==> config.mk <==
export PLATFORM = sky130hd
export DESIGN_NAME = threshold_crossing_time_interp_unit
export DESIGN_NICKNAME = d
export VERILOG_FILES = /design/src/hdl/tctp_pkg.sv /design/src/hdl/threshold_crossing_time_interp_unit.sv /design/src/hdl/tctp_div.sv /design/src/hdl/tctp_dp.sv /design/src/hdl/tctp_ctrl.sv
export SDC_FILE = /design/constraint.sdc
export NUM_CORES = 2
export LEC_CHECK = 0
export BUFFER_PORTS_ARGS = -buffer_cell sky130_fd_sc_hd__buf_2
export CORE_ASPECT_RATIO = 0.75
export CORE_MARGIN = 5
export CORE_UTILIZATION = 45
export DETAILED_ROUTE_END_ITERATION = 7
export HOLD_SLACK_MARGIN = 0.15
export PLACE_DENSITY = 0.57
export SETUP_SLACK_MARGIN = 0.5
export SYNTH_ARGS = -nofsm -noshare
export SYNTH_HDL_FRONTEND = slang
export SYNTH_SLANG_ARGS = --single-unit
==> constraint.sdc <==
create_clock -name clk -period 15.3 [get_ports clk]
set_input_delay 1.53 -clock clk [delete_from_list [all_inputs] [get_ports clk]]
set_output_delay 1.53 -clock clk [all_outputs]
set_load 0.005 [all_outputs]
==> src/hdl/tctp_pkg.sv <==
// shared types, widths and codes of the threshold crossing time unit
package tctp_pkg;

  // field widths fixed by the interface
  localparam int SMP_W   = 16;
  localparam int TIN_W   = 32;
  localparam int TIME_W  = 41;
  localparam int IDX_W   = 10;
  localparam int STAT_W  = 2;
  localparam int PER_W   = 16;

  // waveform length limit and fixed point of the fractional index
  localparam int MAX_SAMPLES = 1024;
  localparam int FRAC_BITS   = 8;
  localparam int CNT_W       = $clog2(MAX_SAMPLES + 1);

  // fit arithmetic widths
  localparam int DIF_W  = SMP_W + 1;
  localparam int T3_W   = SMP_W + 3;
  localparam int DEN_W  = 2 * DIF_W;
  localparam int MA_W   = DEN_W + 1;
  localparam int MB_W   = T3_W;
  localparam int ACC_W  = DEN_W + IDX_W + 2;
  localparam int NUM_W  = ACC_W + FRAC_BITS;
  localparam int PW     = TIME_W + FRAC_BITS;
  localparam int DCNT_W = $clog2(NUM_W);
  localparam int SCNT_W = $clog2(PER_W);

  // configuration port
  localparam int CFG_AW = 3;
  localparam int CFG_DW = 32;
  localparam logic REG_THRESHOLD = 1'b0;
  localparam logic REG_PERIOD    = 1'b1;
  localparam logic [PER_W-1:0] PERIOD_RESET = PER_W'(1000);

  // result status codes
  localparam logic [STAT_W-1:0] STAT_OK       = 2'd0;
  localparam logic [STAT_W-1:0] STAT_NO_CROSS = 2'd1;
  localparam logic [STAT_W-1:0] STAT_AT_FIRST = 2'd2;
  localparam logic [STAT_W-1:0] STAT_AT_LAST  = 2'd3;

  // crossing search progress within one waveform
  typedef enum logic [1:0] {
    PH_SEARCH     = 2'd0,
    PH_NEED_AFTER = 2'd1,
    PH_READY      = 2'd2,
    PH_AT_FIRST   = 2'd3
  } phase_t;

  // controller states
  typedef enum logic [3:0] {
    S_COLLECT,
    S_EVAL,
    S_DIFF,
    S_SQ0,
    S_SQ1,
    S_SQ2,
    S_XP,
    S_IDX,
    S_SUM,
    S_DIV_GO,
    S_DIV_WAIT,
    S_SCL_GO,
    S_SCL_WAIT,
    S_EMIT
  } state_t;

  // operand pair of the shared multiplier
  typedef enum logic [2:0] {
    MUL_SQ01,
    MUL_SQ12,
    MUL_SQ02,
    MUL_XP,
    MUL_IDX
  } mul_sel_t;

  // accumulator operation
  typedef enum logic [1:0] {
    ACC_HOLD,
    ACC_LOAD,
    ACC_ADD
  } acc_op_t;

  // controller to datapath commands
  typedef struct packed {
    logic     sample_en;
    logic     diff_en;
    logic     mul_en;
    mul_sel_t mul_sel;
    acc_op_t  acc_op;
    logic     den_load;
    logic     div_start;
    logic     scl_start;
    logic     out_load;
  } dp_cmd_t;

  // datapath to controller status
  typedef struct packed {
    phase_t phase;
    logic   div_done;
    logic   scl_done;
  } dp_sts_t;

endpackage

==> src/hdl/threshold_crossing_time_interp_unit.sv <==
// top level: configuration registers, stream packing and unit instances
//
// Takes one waveform sample per transaction and, on the transaction with
// tlast, returns one result: the interpolated threshold crossing time, the
// index of the first sample above threshold and a status code. Samples are
// taken at one per cycle while a waveform is collected. After tlast the
// input stalls while the result is formed: through the evaluate and emit
// states when there is no fit (no crossing, crossing on the first or the
// last sample), otherwise also through the fit steps, the one-bit-per-cycle
// divider and the shift-add period scaling.
// The next waveform may start while the finished result waits on out_tready;
// a further result waits in the emit state until the output is free.
// Configuration is to be written by the user only while no waveform is in flight; the block does not enforce it.
module threshold_crossing_time_interp_unit (
  input  logic                               clk,
  input  logic                               rst_n,
  // in_tdata: sample [15:0], start_time_ps [47:16]
  input  logic                               in_tvalid,
  output logic                               in_tready,
  input  logic [47:0]                        in_tdata,
  input  logic                               in_tlast,
  // out_tdata: crossing_time_ps [40:0], crossing_index [50:41], status [52:51]
  output logic                               out_tvalid,
  input  logic                               out_tready,
  output logic [55:0]                        out_tdata,
  input  logic                               cfg_psel,
  input  logic                               cfg_penable,
  input  logic                               cfg_pwrite,
  input  logic [tctp_pkg::CFG_AW-1:0]        cfg_paddr,
  input  logic [tctp_pkg::CFG_DW-1:0]        cfg_pwdata,
  output logic [tctp_pkg::CFG_DW-1:0]        cfg_prdata,
  output logic                               cfg_pready
);
  import tctp_pkg::*;

  logic signed [SMP_W-1:0] threshold_r;
  logic [PER_W-1:0]        period_r;
  logic                    cfg_wr;
  logic                    reg_sel;

  dp_cmd_t                 cmd;
  dp_sts_t                 sts;
  logic [TIME_W-1:0]       res_time;
  logic [IDX_W-1:0]        res_index;
  logic [STAT_W-1:0]       res_status;

  // configuration write and read
  assign cfg_pready = 1'b1;
  assign cfg_wr     = cfg_psel && cfg_penable && cfg_pwrite;
  assign reg_sel    = cfg_paddr[2];

  always_ff @(posedge clk) begin
    if (!rst_n) begin
      threshold_r <= '0;
      period_r    <= PERIOD_RESET;
    end else if (cfg_wr) begin
      case (reg_sel)
        REG_THRESHOLD: threshold_r <= cfg_pwdata[SMP_W-1:0];
        REG_PERIOD:    period_r    <= cfg_pwdata[PER_W-1:0];
        default:       period_r    <= period_r;
      endcase
    end
  end

  always_comb begin
    case (reg_sel)
      REG_THRESHOLD: cfg_prdata = CFG_DW'(threshold_r);
      REG_PERIOD:    cfg_prdata = CFG_DW'(period_r);
      default:       cfg_prdata = '0;
    endcase
  end

  // controller
  tctp_ctrl u_ctrl (
    .clk        (clk),
    .rst_n      (rst_n),
    .in_tvalid  (in_tvalid),
    .in_tlast   (in_tlast),
    .in_tready  (in_tready),
    .out_tvalid (out_tvalid),
    .out_tready (out_tready),
    .sts        (sts),
    .cmd        (cmd)
  );

  // datapath
  tctp_dp u_dp (
    .clk           (clk),
    .rst_n         (rst_n),
    .threshold     (threshold_r),
    .sample_period (period_r),
    .in_sample     ($signed(in_tdata[SMP_W-1:0])),
    .in_start_time (in_tdata[SMP_W+TIN_W-1:SMP_W]),
    .cmd           (cmd),
    .sts           (sts),
    .out_time      (res_time),
    .out_index     (res_index),
    .out_status    (res_status)
  );

  // result packing, padded to whole bytes
  assign out_tdata = {3'b000, res_status, res_index, res_time};

endmodule

==> src/hdl/tctp_div.sv <==
// bit-serial signed by unsigned divider, quotient rounded toward zero
module tctp_div (
  input  logic                               clk,
  input  logic                               rst_n,
  input  logic                               start,
  input  logic signed [tctp_pkg::NUM_W-1:0]  num,
  input  logic        [tctp_pkg::DEN_W-1:0]  den,
  output logic                               done,
  output logic signed [tctp_pkg::NUM_W-1:0]  quo
);
  import tctp_pkg::*;

  logic              busy_r;
  logic              done_r;
  logic [DCNT_W-1:0] cnt_r;
  logic [NUM_W-1:0]  dvd_r;
  logic [DEN_W-1:0]  rem_r;
  logic [DEN_W-1:0]  den_r;
  logic              neg_r;

  logic [NUM_W-1:0]  mag;
  logic [DEN_W:0]    trial;
  logic              ge;
  logic [DEN_W:0]    diff;
  logic [DEN_W-1:0]  rem_nxt;

  // magnitude of the dividend
  assign mag = num[NUM_W-1] ? (~num + 1'b1) : num;

  // one restoring step per cycle
  assign trial   = {rem_r, dvd_r[NUM_W-1]};
  assign ge      = (trial >= {1'b0, den_r});
  assign diff    = trial - {1'b0, den_r};
  assign rem_nxt = ge ? diff[DEN_W-1:0] : trial[DEN_W-1:0];

  // step counter
  always_ff @(posedge clk) begin
    if (!rst_n) begin
      busy_r <= 1'b0;
      done_r <= 1'b0;
      cnt_r  <= '0;
    end else begin
      done_r <= 1'b0;
      if (start) begin
        busy_r <= 1'b1;
        cnt_r  <= '0;
      end else if (busy_r) begin
        cnt_r <= cnt_r + 1'b1;
        if (cnt_r == DCNT_W'(NUM_W - 1)) begin
          busy_r <= 1'b0;
          done_r <= 1'b1;
        end
      end
    end
  end

  // dividend shifts out as quotient bits shift in
  always_ff @(posedge clk) begin
    if (start) begin
      dvd_r <= mag;
      rem_r <= '0;
      den_r <= den;
      neg_r <= num[NUM_W-1];
    end else if (busy_r) begin
      dvd_r <= {dvd_r[NUM_W-2:0], ge};
      rem_r <= rem_nxt;
    end
  end

  assign done = done_r;
  assign quo  = neg_r ? $signed(~dvd_r + 1'b1) : $signed(dvd_r);

endmodule

==> src/hdl/tctp_dp.sv <==
// datapath: crossing capture, fit arithmetic, time scaling and result register
module tctp_dp (
  input  logic                               clk,
  input  logic                               rst_n,
  input  logic signed [tctp_pkg::SMP_W-1:0]  threshold,
  input  logic        [tctp_pkg::PER_W-1:0]  sample_period,
  input  logic signed [tctp_pkg::SMP_W-1:0]  in_sample,
  input  logic        [tctp_pkg::TIN_W-1:0]  in_start_time,
  input  tctp_pkg::dp_cmd_t                  cmd,
  output tctp_pkg::dp_sts_t                  sts,
  output logic        [tctp_pkg::TIME_W-1:0] out_time,
  output logic        [tctp_pkg::IDX_W-1:0]  out_index,
  output logic        [tctp_pkg::STAT_W-1:0] out_status
);
  import tctp_pkg::*;

  // capture state
  phase_t                   phase_r, phase_nxt;
  logic [CNT_W-1:0]         cnt_r, cnt_nxt;
  logic signed [SMP_W-1:0]  prev_r, a0_r, a1_r, a2_r;
  logic [IDX_W-1:0]         cpos_r;
  logic [TIN_W-1:0]         start_r;
  logic                     in_range;

  // fit registers
  logic signed [DIF_W-1:0]  d01_r, d12_r, d02_r, ad_r;
  logic signed [T3_W-1:0]   t3_r;
  logic signed [MA_W-1:0]   ma;
  logic signed [MB_W-1:0]   mb;
  logic signed [MA_W+MB_W-1:0] prod_full;
  logic signed [ACC_W-1:0]  prod_r, acc_r;
  logic [DEN_W-1:0]         den_r;

  // divider and scaler
  logic signed [NUM_W-1:0]  div_num;
  logic signed [NUM_W-1:0]  quo;
  logic                     div_done;
  logic [PW-1:0]            mc_r, p_r;
  logic [PER_W-1:0]         per_r;
  logic [SCNT_W-1:0]        scl_cnt_r;
  logic                     scl_busy_r, scl_done_r;

  // result register
  logic [TIME_W-1:0]        time_r;
  logic [IDX_W-1:0]         index_r;
  logic [STAT_W-1:0]        status_r;
  logic [TIME_W-1:0]        fit_time;

  assign in_range = (cnt_r < CNT_W'(MAX_SAMPLES));

  // search progress and sample count, cleared when the result is taken over
  always_comb begin
    phase_nxt = phase_r;
    cnt_nxt   = cnt_r;
    if (cmd.sample_en && in_range) begin
      cnt_nxt = cnt_r + 1'b1;
      case (phase_r)
        PH_SEARCH: begin
          if (in_sample > threshold) begin
            phase_nxt = (cnt_r == '0) ? PH_AT_FIRST : PH_NEED_AFTER;
          end
        end
        PH_NEED_AFTER: phase_nxt = PH_READY;
        default:       phase_nxt = phase_r;
      endcase
    end
    if (cmd.out_load) begin
      phase_nxt = PH_SEARCH;
      cnt_nxt   = '0;
    end
  end

  always_ff @(posedge clk) begin
    if (!rst_n) begin
      phase_r <= PH_SEARCH;
      cnt_r   <= '0;
    end else begin
      phase_r <= phase_nxt;
      cnt_r   <= cnt_nxt;
    end
  end

  // amplitudes around the crossing
  always_ff @(posedge clk) begin
    if (cmd.sample_en && in_range) begin
      prev_r <= in_sample;
      if (cnt_r == '0) begin
        start_r <= in_start_time;
      end
      if (phase_r == PH_SEARCH && in_sample > threshold) begin
        a1_r   <= in_sample;
        a0_r   <= prev_r;
        cpos_r <= cnt_r[IDX_W-1:0];
      end
      if (phase_r == PH_NEED_AFTER) begin
        a2_r <= in_sample;
      end
    end
  end

  // pairwise differences and the threshold term
  always_ff @(posedge clk) begin
    if (cmd.diff_en) begin
      d01_r <= DIF_W'(a0_r) - DIF_W'(a1_r);
      d12_r <= DIF_W'(a1_r) - DIF_W'(a2_r);
      d02_r <= DIF_W'(a0_r) - DIF_W'(a2_r);
      ad_r  <= DIF_W'(a2_r) - DIF_W'(a0_r);
      t3_r  <= T3_W'(threshold) + T3_W'(threshold) + T3_W'(threshold)
               - T3_W'(a0_r) - T3_W'(a1_r) - T3_W'(a2_r);
    end
  end

  // shared multiplier operand select
  always_comb begin
    case (cmd.mul_sel)
      MUL_SQ01: begin
        ma = MA_W'(d01_r);
        mb = MB_W'(d01_r);
      end
      MUL_SQ12: begin
        ma = MA_W'(d12_r);
        mb = MB_W'(d12_r);
      end
      MUL_SQ02: begin
        ma = MA_W'(d02_r);
        mb = MB_W'(d02_r);
      end
      MUL_XP: begin
        ma = MA_W'(ad_r);
        mb = t3_r;
      end
      MUL_IDX: begin
        ma = $signed({1'b0, acc_r[DEN_W-1:0]});
        mb = $signed(MB_W'(cpos_r));
      end
      default: begin
        ma = '0;
        mb = '0;
      end
    endcase
  end

  assign prod_full = ma * mb;

  // product register, accumulator and denominator
  always_ff @(posedge clk) begin
    if (cmd.mul_en) begin
      prod_r <= prod_full[ACC_W-1:0];
    end
    case (cmd.acc_op)
      ACC_LOAD: acc_r <= prod_r;
      ACC_ADD:  acc_r <= acc_r + prod_r;
      default:  acc_r <= acc_r;
    endcase
    if (cmd.den_load) begin
      den_r <= acc_r[DEN_W-1:0];
    end
  end

  // fractional index: numerator in fixed point over the denominator
  assign div_num = $signed({acc_r, {FRAC_BITS{1'b0}}});

  tctp_div u_div (
    .clk   (clk),
    .rst_n (rst_n),
    .start (cmd.div_start),
    .num   (div_num),
    .den   (den_r),
    .done  (div_done),
    .quo   (quo)
  );

  // shift-add scaling by the sample period, kept modulo the result width
  always_ff @(posedge clk) begin
    if (!rst_n) begin
      scl_busy_r <= 1'b0;
      scl_done_r <= 1'b0;
      scl_cnt_r  <= '0;
    end else begin
      scl_done_r <= 1'b0;
      if (cmd.scl_start) begin
        scl_busy_r <= 1'b1;
        scl_cnt_r  <= '0;
      end else if (scl_busy_r) begin
        scl_cnt_r <= scl_cnt_r + 1'b1;
        if (scl_cnt_r == SCNT_W'(PER_W - 1)) begin
          scl_busy_r <= 1'b0;
          scl_done_r <= 1'b1;
        end
      end
    end
  end

  always_ff @(posedge clk) begin
    if (cmd.scl_start) begin
      mc_r  <= quo[PW-1:0];
      per_r <= sample_period;
      p_r   <= '0;
    end else if (scl_busy_r) begin
      if (per_r[0]) begin
        p_r <= p_r + mc_r;
      end
      mc_r  <= {mc_r[PW-2:0], 1'b0};
      per_r <= {1'b0, per_r[PER_W-1:1]};
    end
  end

  // floor of the scaled index plus the waveform start
  assign fit_time = p_r[PW-1:FRAC_BITS] + TIME_W'(start_r);

  // result register
  always_ff @(posedge clk) begin
    if (cmd.out_load) begin
      case (phase_r)
        PH_READY: begin
          time_r   <= fit_time;
          index_r  <= cpos_r;
          status_r <= STAT_OK;
        end
        PH_NEED_AFTER: begin
          time_r   <= '0;
          index_r  <= cpos_r;
          status_r <= STAT_AT_LAST;
        end
        PH_AT_FIRST: begin
          time_r   <= '0;
          index_r  <= '0;
          status_r <= STAT_AT_FIRST;
        end
        default: begin
          time_r   <= '0;
          index_r  <= '0;
          status_r <= STAT_NO_CROSS;
        end
      endcase
    end
  end

  assign out_time     = time_r;
  assign out_index    = index_r;
  assign out_status   = status_r;
  assign sts.phase    = phase_r;
  assign sts.div_done = div_done;
  assign sts.scl_done = scl_done_r;

endmodule

==> src/hdl/tctp_ctrl.sv <==
// controller: sample intake, fit sequence and result handshake
module tctp_ctrl (
  input  logic              clk,
  input  logic              rst_n,
  input  logic              in_tvalid,
  input  logic              in_tlast,
  output logic              in_tready,
  output logic              out_tvalid,
  input  logic              out_tready,
  input  tctp_pkg::dp_sts_t sts,
  output tctp_pkg::dp_cmd_t cmd
);
  import tctp_pkg::*;

  state_t state_r, state_nxt;
  logic   out_valid_r, out_valid_nxt;
  logic   out_free;

  assign out_free = !out_valid_r || out_tready;

  // next state
  always_comb begin
    state_nxt = state_r;
    case (state_r)
      S_COLLECT:  if (in_tvalid && in_tlast) state_nxt = S_EVAL;
      S_EVAL:     state_nxt = (sts.phase == PH_READY) ? S_DIFF : S_EMIT;
      S_DIFF:     state_nxt = S_SQ0;
      S_SQ0:      state_nxt = S_SQ1;
      S_SQ1:      state_nxt = S_SQ2;
      S_SQ2:      state_nxt = S_XP;
      S_XP:       state_nxt = S_IDX;
      S_IDX:      state_nxt = S_SUM;
      S_SUM:      state_nxt = S_DIV_GO;
      S_DIV_GO:   state_nxt = S_DIV_WAIT;
      S_DIV_WAIT: if (sts.div_done) state_nxt = S_SCL_GO;
      S_SCL_GO:   state_nxt = S_SCL_WAIT;
      S_SCL_WAIT: if (sts.scl_done) state_nxt = S_EMIT;
      S_EMIT:     if (out_free) state_nxt = S_COLLECT;
      default:    state_nxt = S_COLLECT;
    endcase
  end

  // datapath commands
  always_comb begin
    cmd       = '0;
    in_tready = 1'b0;
    case (state_r)
      S_COLLECT: begin
        in_tready     = 1'b1;
        cmd.sample_en = in_tvalid;
      end
      S_DIFF: cmd.diff_en = 1'b1;
      S_SQ0: begin
        cmd.mul_en  = 1'b1;
        cmd.mul_sel = MUL_SQ01;
      end
      S_SQ1: begin
        cmd.mul_en  = 1'b1;
        cmd.mul_sel = MUL_SQ12;
        cmd.acc_op  = ACC_LOAD;
      end
      S_SQ2: begin
        cmd.mul_en  = 1'b1;
        cmd.mul_sel = MUL_SQ02;
        cmd.acc_op  = ACC_ADD;
      end
      S_XP: begin
        cmd.mul_en  = 1'b1;
        cmd.mul_sel = MUL_XP;
        cmd.acc_op  = ACC_ADD;
      end
      S_IDX: begin
        cmd.mul_en   = 1'b1;
        cmd.mul_sel  = MUL_IDX;
        cmd.acc_op   = ACC_LOAD;
        cmd.den_load = 1'b1;
      end
      S_SUM:    cmd.acc_op    = ACC_ADD;
      S_DIV_GO: cmd.div_start = 1'b1;
      S_SCL_GO: cmd.scl_start = 1'b1;
      S_EMIT:   cmd.out_load  = out_free;
      default:  cmd = '0;
    endcase
  end

  // result valid flag
  always_comb begin
    out_valid_nxt = out_valid_r;
    if (cmd.out_load) begin
      out_valid_nxt = 1'b1;
    end else if (out_tready) begin
      out_valid_nxt = 1'b0;
    end
  end

  always_ff @(posedge clk) begin
    if (!rst_n) begin
      state_r     <= S_COLLECT;
      out_valid_r <= 1'b0;
    end else begin
      state_r     <= state_nxt;
      out_valid_r <= out_valid_nxt;
    end
  end

  assign out_tvalid = out_valid_r;

  // result register is never overwritten while its transaction is pending
  a_no_overwrite: assert property (@(posedge clk) disable iff (!rst_n)
    cmd.out_load |-> (!out_valid_r || out_tready))
    else $error("result overwritten before transfer");

  // a loaded result is offered on the next cycle
  a_load_valid: assert property (@(posedge clk) disable iff (!rst_n)
    cmd.out_load |=> out_tvalid)
    else $error("loaded result not offered");

  // divider completion only arrives while waiting for it
  a_div_done: assert property (@(posedge clk) disable iff (!rst_n)
    sts.div_done |-> (state_r == S_DIV_WAIT))
    else $error("divider done outside its wait state");

  // scaler completion only arrives while waiting for it
  a_scl_done: assert property (@(posedge clk) disable iff (!rst_n)
    sts.scl_done |-> (state_r == S_SCL_WAIT))
    else $error("scaler done outside its wait state");

endmodule
# ---- Word level (Yosys, flattened, before mapping)
# Index checks and enable logic that the tools add are counted.
dict set report totals {
  register_bits 673
  out_inout_bits 91
  word_cells 167
  inputBits 91
}
dict set report classes {
  n_eq_ne 29
  magnitude_cmp 3
  mul 1
  muxes 42
  add_sub_neg 18
  n_reduce_logical 32
  bitwise_logic 6
}
# cell count
set op_table {}
lappend op_table {{35-bit case mux with 5 select lines} 1}
lappend op_table {{54-bit two-way mux} 3}
lappend op_table {{49-bit two-way mux} 3}
lappend op_table {{19-bit case mux with 5 select lines} 1}
lappend op_table {{46-bit case mux with 2 select lines} 1}
lappend op_table {{16-bit by 16-bit subtractor with 17-bit output} 4}
lappend op_table {{32-bit case mux with 2 select lines} 1}
lappend op_table {{19-bit by 16-bit subtractor with 19-bit output} 3}
lappend op_table {{4-bit case mux with 14 select lines} 1}
lappend op_table {{54-bit by 1-bit adder with 54-bit output (second input constant)} 1}
lappend op_table {{54-bit NOT} 1}
lappend op_table {{49-bit by 1-bit adder with 49-bit output (second input constant)} 1}
lappend op_table {{49-bit adder} 1}
lappend op_table {{49-bit NOT} 1}
lappend op_table {{46-bit adder} 1}
lappend op_table {{35-bit by 19-bit multiplier with 46-bit output} 1}
lappend op_table {{41-bit by 32-bit adder with 41-bit output} 1}
lappend op_table {{35-bit by 34-bit >= comparator with 1-bit output} 1}
lappend op_table {{34-bit two-way mux} 1}
lappend op_table {{34-bit subtractor} 1}
lappend op_table {{16-bit two-way mux} 2}
lappend op_table {{4-bit == test (second input constant)} 7}
lappend op_table {{4-bit two-way mux} 5}
lappend op_table {{4-bit case mux with 5 select lines} 1}
lappend op_table {{36 further kinds} 87}

# ---- Logic depth before layout (Yosys ltp)
dict set report depth {
  depth_word 5
  ltp_mapped 36
  ltp_nobuf 30
}

# ---- By module
# From an unflattened synthesis, not the netlist that was laid out.
dict set report hier_totals {
  hier_cells 6199
  hier_area_um2 61083.6
}
# mod n_inst area_each_um2 cells_per_inst seq_area_each_um2
set modules_own_cells {}
lappend modules_own_cells {tctp_dp 1 49800.3 4933 14453.9}
lappend modules_own_cells {tctp_div 1 9196.3 1034 3513.4}
lappend modules_own_cells {threshold_crossing_time_interp_unit 1 1646.6 170 640.6}
lappend modules_own_cells {tctp_ctrl 1 440.4 62 100.1}

# ---- Worst setup path after synthesis
# OpenSTA, ideal clock, no wires.
dict set report synth_timing {
  kind {flip-flop to flip-flop}
  startpoint {reg u_ctrl.state_r[0]}
  endpoint {reg u_dp.prod_r[44] (data pin)}
  required_ns 15.040
  synth_period_minus_slack_ns 9.169
  path_buffers 6
  stages_incl_launch_ff 31
  slack_ns 6.131
  arrival_time_ns 8.908
  setup_ns 0.260
  path_cell_list {dfxtp_1 -> clkbuf_1 -> and4b_1 -> clkbuf_1 -> clkbuf_1 -> clkbuf_1 -> buf_1 -> clkbuf_1 -> a21oi_1 -> nor2_1 -> fa_1 -> fa_1 -> inv_1 -> fa_1 -> inv_1 -> fa_1 -> fa_1 -> fa_1 -> ha_1 -> ha_1 -> and3_1 -> and2_1 -> a221oi_1 -> o21ai_0 -> a22oi_1 -> o21ai_0 -> a41o_1 -> o211ai_1 -> a21boi_0 -> mux2i_1 -> nand2_1}
}
dict set report synth_between {
  elab_chain_cells 5
  word_cells_on_any_way 14
  cone_classes {mul: 1; eq/ne: 9; mux: 3; reduce/logical: 1}
}
# element line_no
set synth_lines {}
lappend synth_lines {{from (decl)} tctp_ctrl.sv:15} ;# state_t state_r, state_nxt;
lappend synth_lines {{from (signal assigned)} tctp_ctrl.sv:101} ;# state_r <= state_nxt;
lappend synth_lines {{4-bit by 3-bit == test with 1-bit output or 4-bit by 2-bit == test with 1-bit output (tied branches)} tctp_ctrl.sv:47} ;# case (state_r)
lappend synth_lines {{4-bit case mux with 5 select lines (*)} tctp_ctrl.sv:47}
lappend synth_lines {{3-bit == test (tied with other cells)} tctp_dp.sv:115} ;# case (cmd.mul_sel)
lappend synth_lines {{35-bit case mux with 5 select lines or 19-bit case mux with 5 select lines (tied branches)} tctp_dp.sv:115}
lappend synth_lines {{35-bit by 19-bit multiplier with 46-bit output (*)} tctp_dp.sv:143} ;# assign prod_full = ma * mb;
lappend synth_lines {{net u_dp.prod_full[44]} tctp_dp.sv:30} ;# logic signed [MA_W+MB_W-1:0] prod_full;
lappend synth_lines {{to (signal assigned)} tctp_dp.sv:148} ;# prod_r <= prod_full[ACC_W-1:0];
lappend synth_lines {{to (decl)} tctp_dp.sv:31} ;# logic signed [ACC_W-1:0] prod_r, acc_r;
# Mark *: on every way through the listed nets, which the timed path passes. The rest lies on a longest branch.
# A chain may end at the register's enable or synchronous reset.

# ---- Worst setup path after layout
dict set report layout_timing {
  startpoint {reg u_ctrl.state_r[2]}
  endpoint {reg u_dp.prod_r[45] (data pin)}
}
# The elaborated chain is that of the path after synthesis.

==> flow_summary.yaml <==
outcome:
  status: "completed"
floorplanning:
  die_x_um: 432
  core_sq_um: 133000
  dieHeight_um: 326
  die-area_sq_um: 141000
  initial_core_util_pct: 45.1
  rows: 116
  num_io_pins: 182
sta:
  finalHoldViolations: 0
  layout_min_cycle_time_ns: 10.75
  fmax_ghz: 0.0931
  tns_ns: 0
  setup_viol: 0
  period_share_pct: 70.2
  clock_skew_ns: 0.0506
  relSlewSlack_pct: 14.9
  worst_slew_pin_slew_ns: 1.27
  slew_viol_final: 0
  rsz0062_at_grt: "false"
layout:
  drive_gt1_share_pct: 7.49
  syn2layout_area_growth_pct: 9.08
  fillers: 12500
  ff_latch_area_sq_um: 18700
  nNetsFinal: 7484
  fin_util_pct: 49.2
  multiInputGateArea_sq_um: 37200
logic_synthesis:
  synthAdderAreaFrac_pct: 29.2
  async_flop_share_pct: 0
  netlist_top_cells_area: "edfxtp_1, fa_1, ha_1"
  synth_top_cell_area_share_pct: 26.3
  synth_top_area_cell: "edfxtp_1"
  synth_top_family_by_area: "adder cells"
  synth.area.mux_share_pct: 1.32
  synth-simple-area-share_pct: 13.3
  ys_seq_area_share_pct: 31.2
  synth_top_cells_by_count: "inv_1, nand2_1, fa_1"
  syn_area_per_cell_sq_um: 9.57
  ys_ff_latch: 672
  post-synth-top-count-cell: "inv_1"
  synth_edf_count: 525
  syn-cell-area_sq_um: 60000
  synth_cells: 6272
  synth-compound-area-share_pct: 12.7
  ys_types: 83
  synth_warnings: 0
  synth_xor_area_share_pct: 5.17
  synth_ff_type: "edfxtp_1"
global_route:
  grt_pass1_wl_um: 256000
  gr-usage-all-layers_pct: 23.3
  grt_max_degree: 85
  grt_overflow: 0
  grt_pass1_vias: 43900
  antenna_found_initial: 7
clocking:
  clock_path_buffers: 3
  cts_buffers: 76
  numClockSinks: 672
  root_buffer: "clkbuf_16"
  path_clk_slew_ns: 0.07
  cts_max_level: 3
  cts_resized: 0
  clk_latency_ns: 0.69
  cts_setup_buffers: 0
  cts_tree: "built"
  hold_buffers: 0
hold_path:
  min_to: "u_dp.a0_r[6]"
  whs_path_depth: 0
  holdCritStartpoint: "u_dp.prev_r[6]"
  hp-class: "reg -> reg"
critical_path:
  worst_setup_path_start_kind: "flip-flop"
  end_kind: "flip-flop"
  required_ns: 15.71
  reg2reg_depth: 27
  rr_startpoint: "u_ctrl.state_r[2]"
  r2r_end: "u_dp.prod_r[45]"
  r2r_slack_ns: 4.55
  arrival_ns: 11.15
  criticalPathCategory: "reg -> reg"
  crit_path_max_fanout: 65
routing:
  via_per_inst: 5.39
  route.detailed.wl_per_inst_um: 19.9
  wirelength_um: 163000
  drtIter0Drc: 3456
  drc_errors: 0
  ant_nets: 0
  dr.pass1.iters: 6
  vias: 44200
placement:
  dp_hpwl_um: 128000
  place_congestion: 0.937
  portBuffers: 159
flow_run:
  maxCapViolCount: 0
## placed cells by master (no fill, tap or decap), types with 90 or more instances in the layout
master and n:
inv_1 874, nand2_1 809, fa_1 608, edfxtp_1 525, nor2_1 497, ha_1 426
a21oi_1 358, o21ai_0 330, xnor2_1 196, buf_2 159, xor2_1 158, dfxtp_1 145
a21o_1 127, buf_4 90
## sequential cells by signal, summed over array words and instances (netlist names), 17 cells and up
| register | count |
|---|---|
| u_dp.acc_r | 46 |
| u_dp.ad_r | 17 |
| u_dp.prod_r | 46 |
| u_dp.out_time | 41 |
| u_dp.mc_r | 49 |
| u_dp.den_r | 34 |
| u_dp.d12_r | 17 |
| u_dp.start_r | 32 |
| u_dp.u_div.den_r | 34 |
| u_dp.u_div.dvd_r | 54 |
| u_dp.t3_r | 19 |
| u_dp.d01_r | 17 |
| u_dp.u_div.rem_r | 34 |
| u_dp.p_r | 49 |
## critical path, stage by stage (launching register included)
cell	delay [ns]
dfxtp_1	0.73
and4b_4	0.93
buf_4	0.70
a221o_1	0.97
nand2_1	0.18
fa_1	0.55
inv_1	0.05
fa_1	0.50
inv_1	0.07
fa_1	0.56
inv_1	0.06
fa_1	0.49
inv_1	0.05
fa_1	0.47
inv_1	0.05
fa_1	0.47
ha_1	0.31
ha_1	0.33
o21a_1	0.12
o2111ai_1	0.29
nor2_1	0.12
a21oi_1	0.52
o22a_1	0.28
a21boi_0	0.20
o211a_1	0.38
o311ai_0	0.59
a31o_2	0.28
o211ai_1	0.15
## per-layer routing
layer	global-route usage [%]	up-vias	part of all wire (%)
met5	0	-	0
met4	6.28	0	3.0
met3	5.13	226	7.3
met2	35.3	1174	43
met1	33.7	21700	47
li1	-	21100	-
## worst max path at each step
stage / start / endpoint / cells after the start
2_1_floorplan: u_ctrl.state_r[0] / u_dp.prod_r[44] / 30
3_3_place_gp: u_ctrl.state_r[0] / u_dp.prod_r[45] / 28
3_5_place_dp: u_ctrl.state_r[2] / u_dp.prod_r[45] / 27
4_1_cts: u_ctrl.state_r[0] / u_dp.prod_r[45] / 28
5_1_grt: u_ctrl.state_r[2] / u_dp.prod_r[45] / 27
6_report: u_ctrl.state_r[2] / u_dp.prod_r[45] / 27
## area by class of cell
class	count	area share, %
multi-input combinational	4481	56.8
clock inverter	48	0.820
sequential	672	28.6
antenna	1	0.00382
inverter	878	5.04
clock buffer	94	3.10
tap	1770	3.38
timing repair buffer	249	2.25
## cell families after synthesis
group / count (synthesis)
mux: 74
other cells: 2
flops: 672
simple gates: 1802
fa+ha+maj: 1035
buf+inv: 1121
xor+xnor: 354
compound gates: 1212
## metrics by stage
step                      hold slack (ns)  cell area, sq um  setup slack [ns]  cells
final                               0.383             65400              4.55   8193
after global routing                0.418             65400              4.19   8192
after CTS                           0.378             65400              4.65   8192
after detailed placement            0.405             62900              4.67   8050
after global placement              0.401             62900              4.83   8050
after floorplan                     0.400             60000              6.13   6274
Power is left out: the tool's default activity adds up to more than one toggle a clock period on the data nets, which glitch-free logic cannot reach.
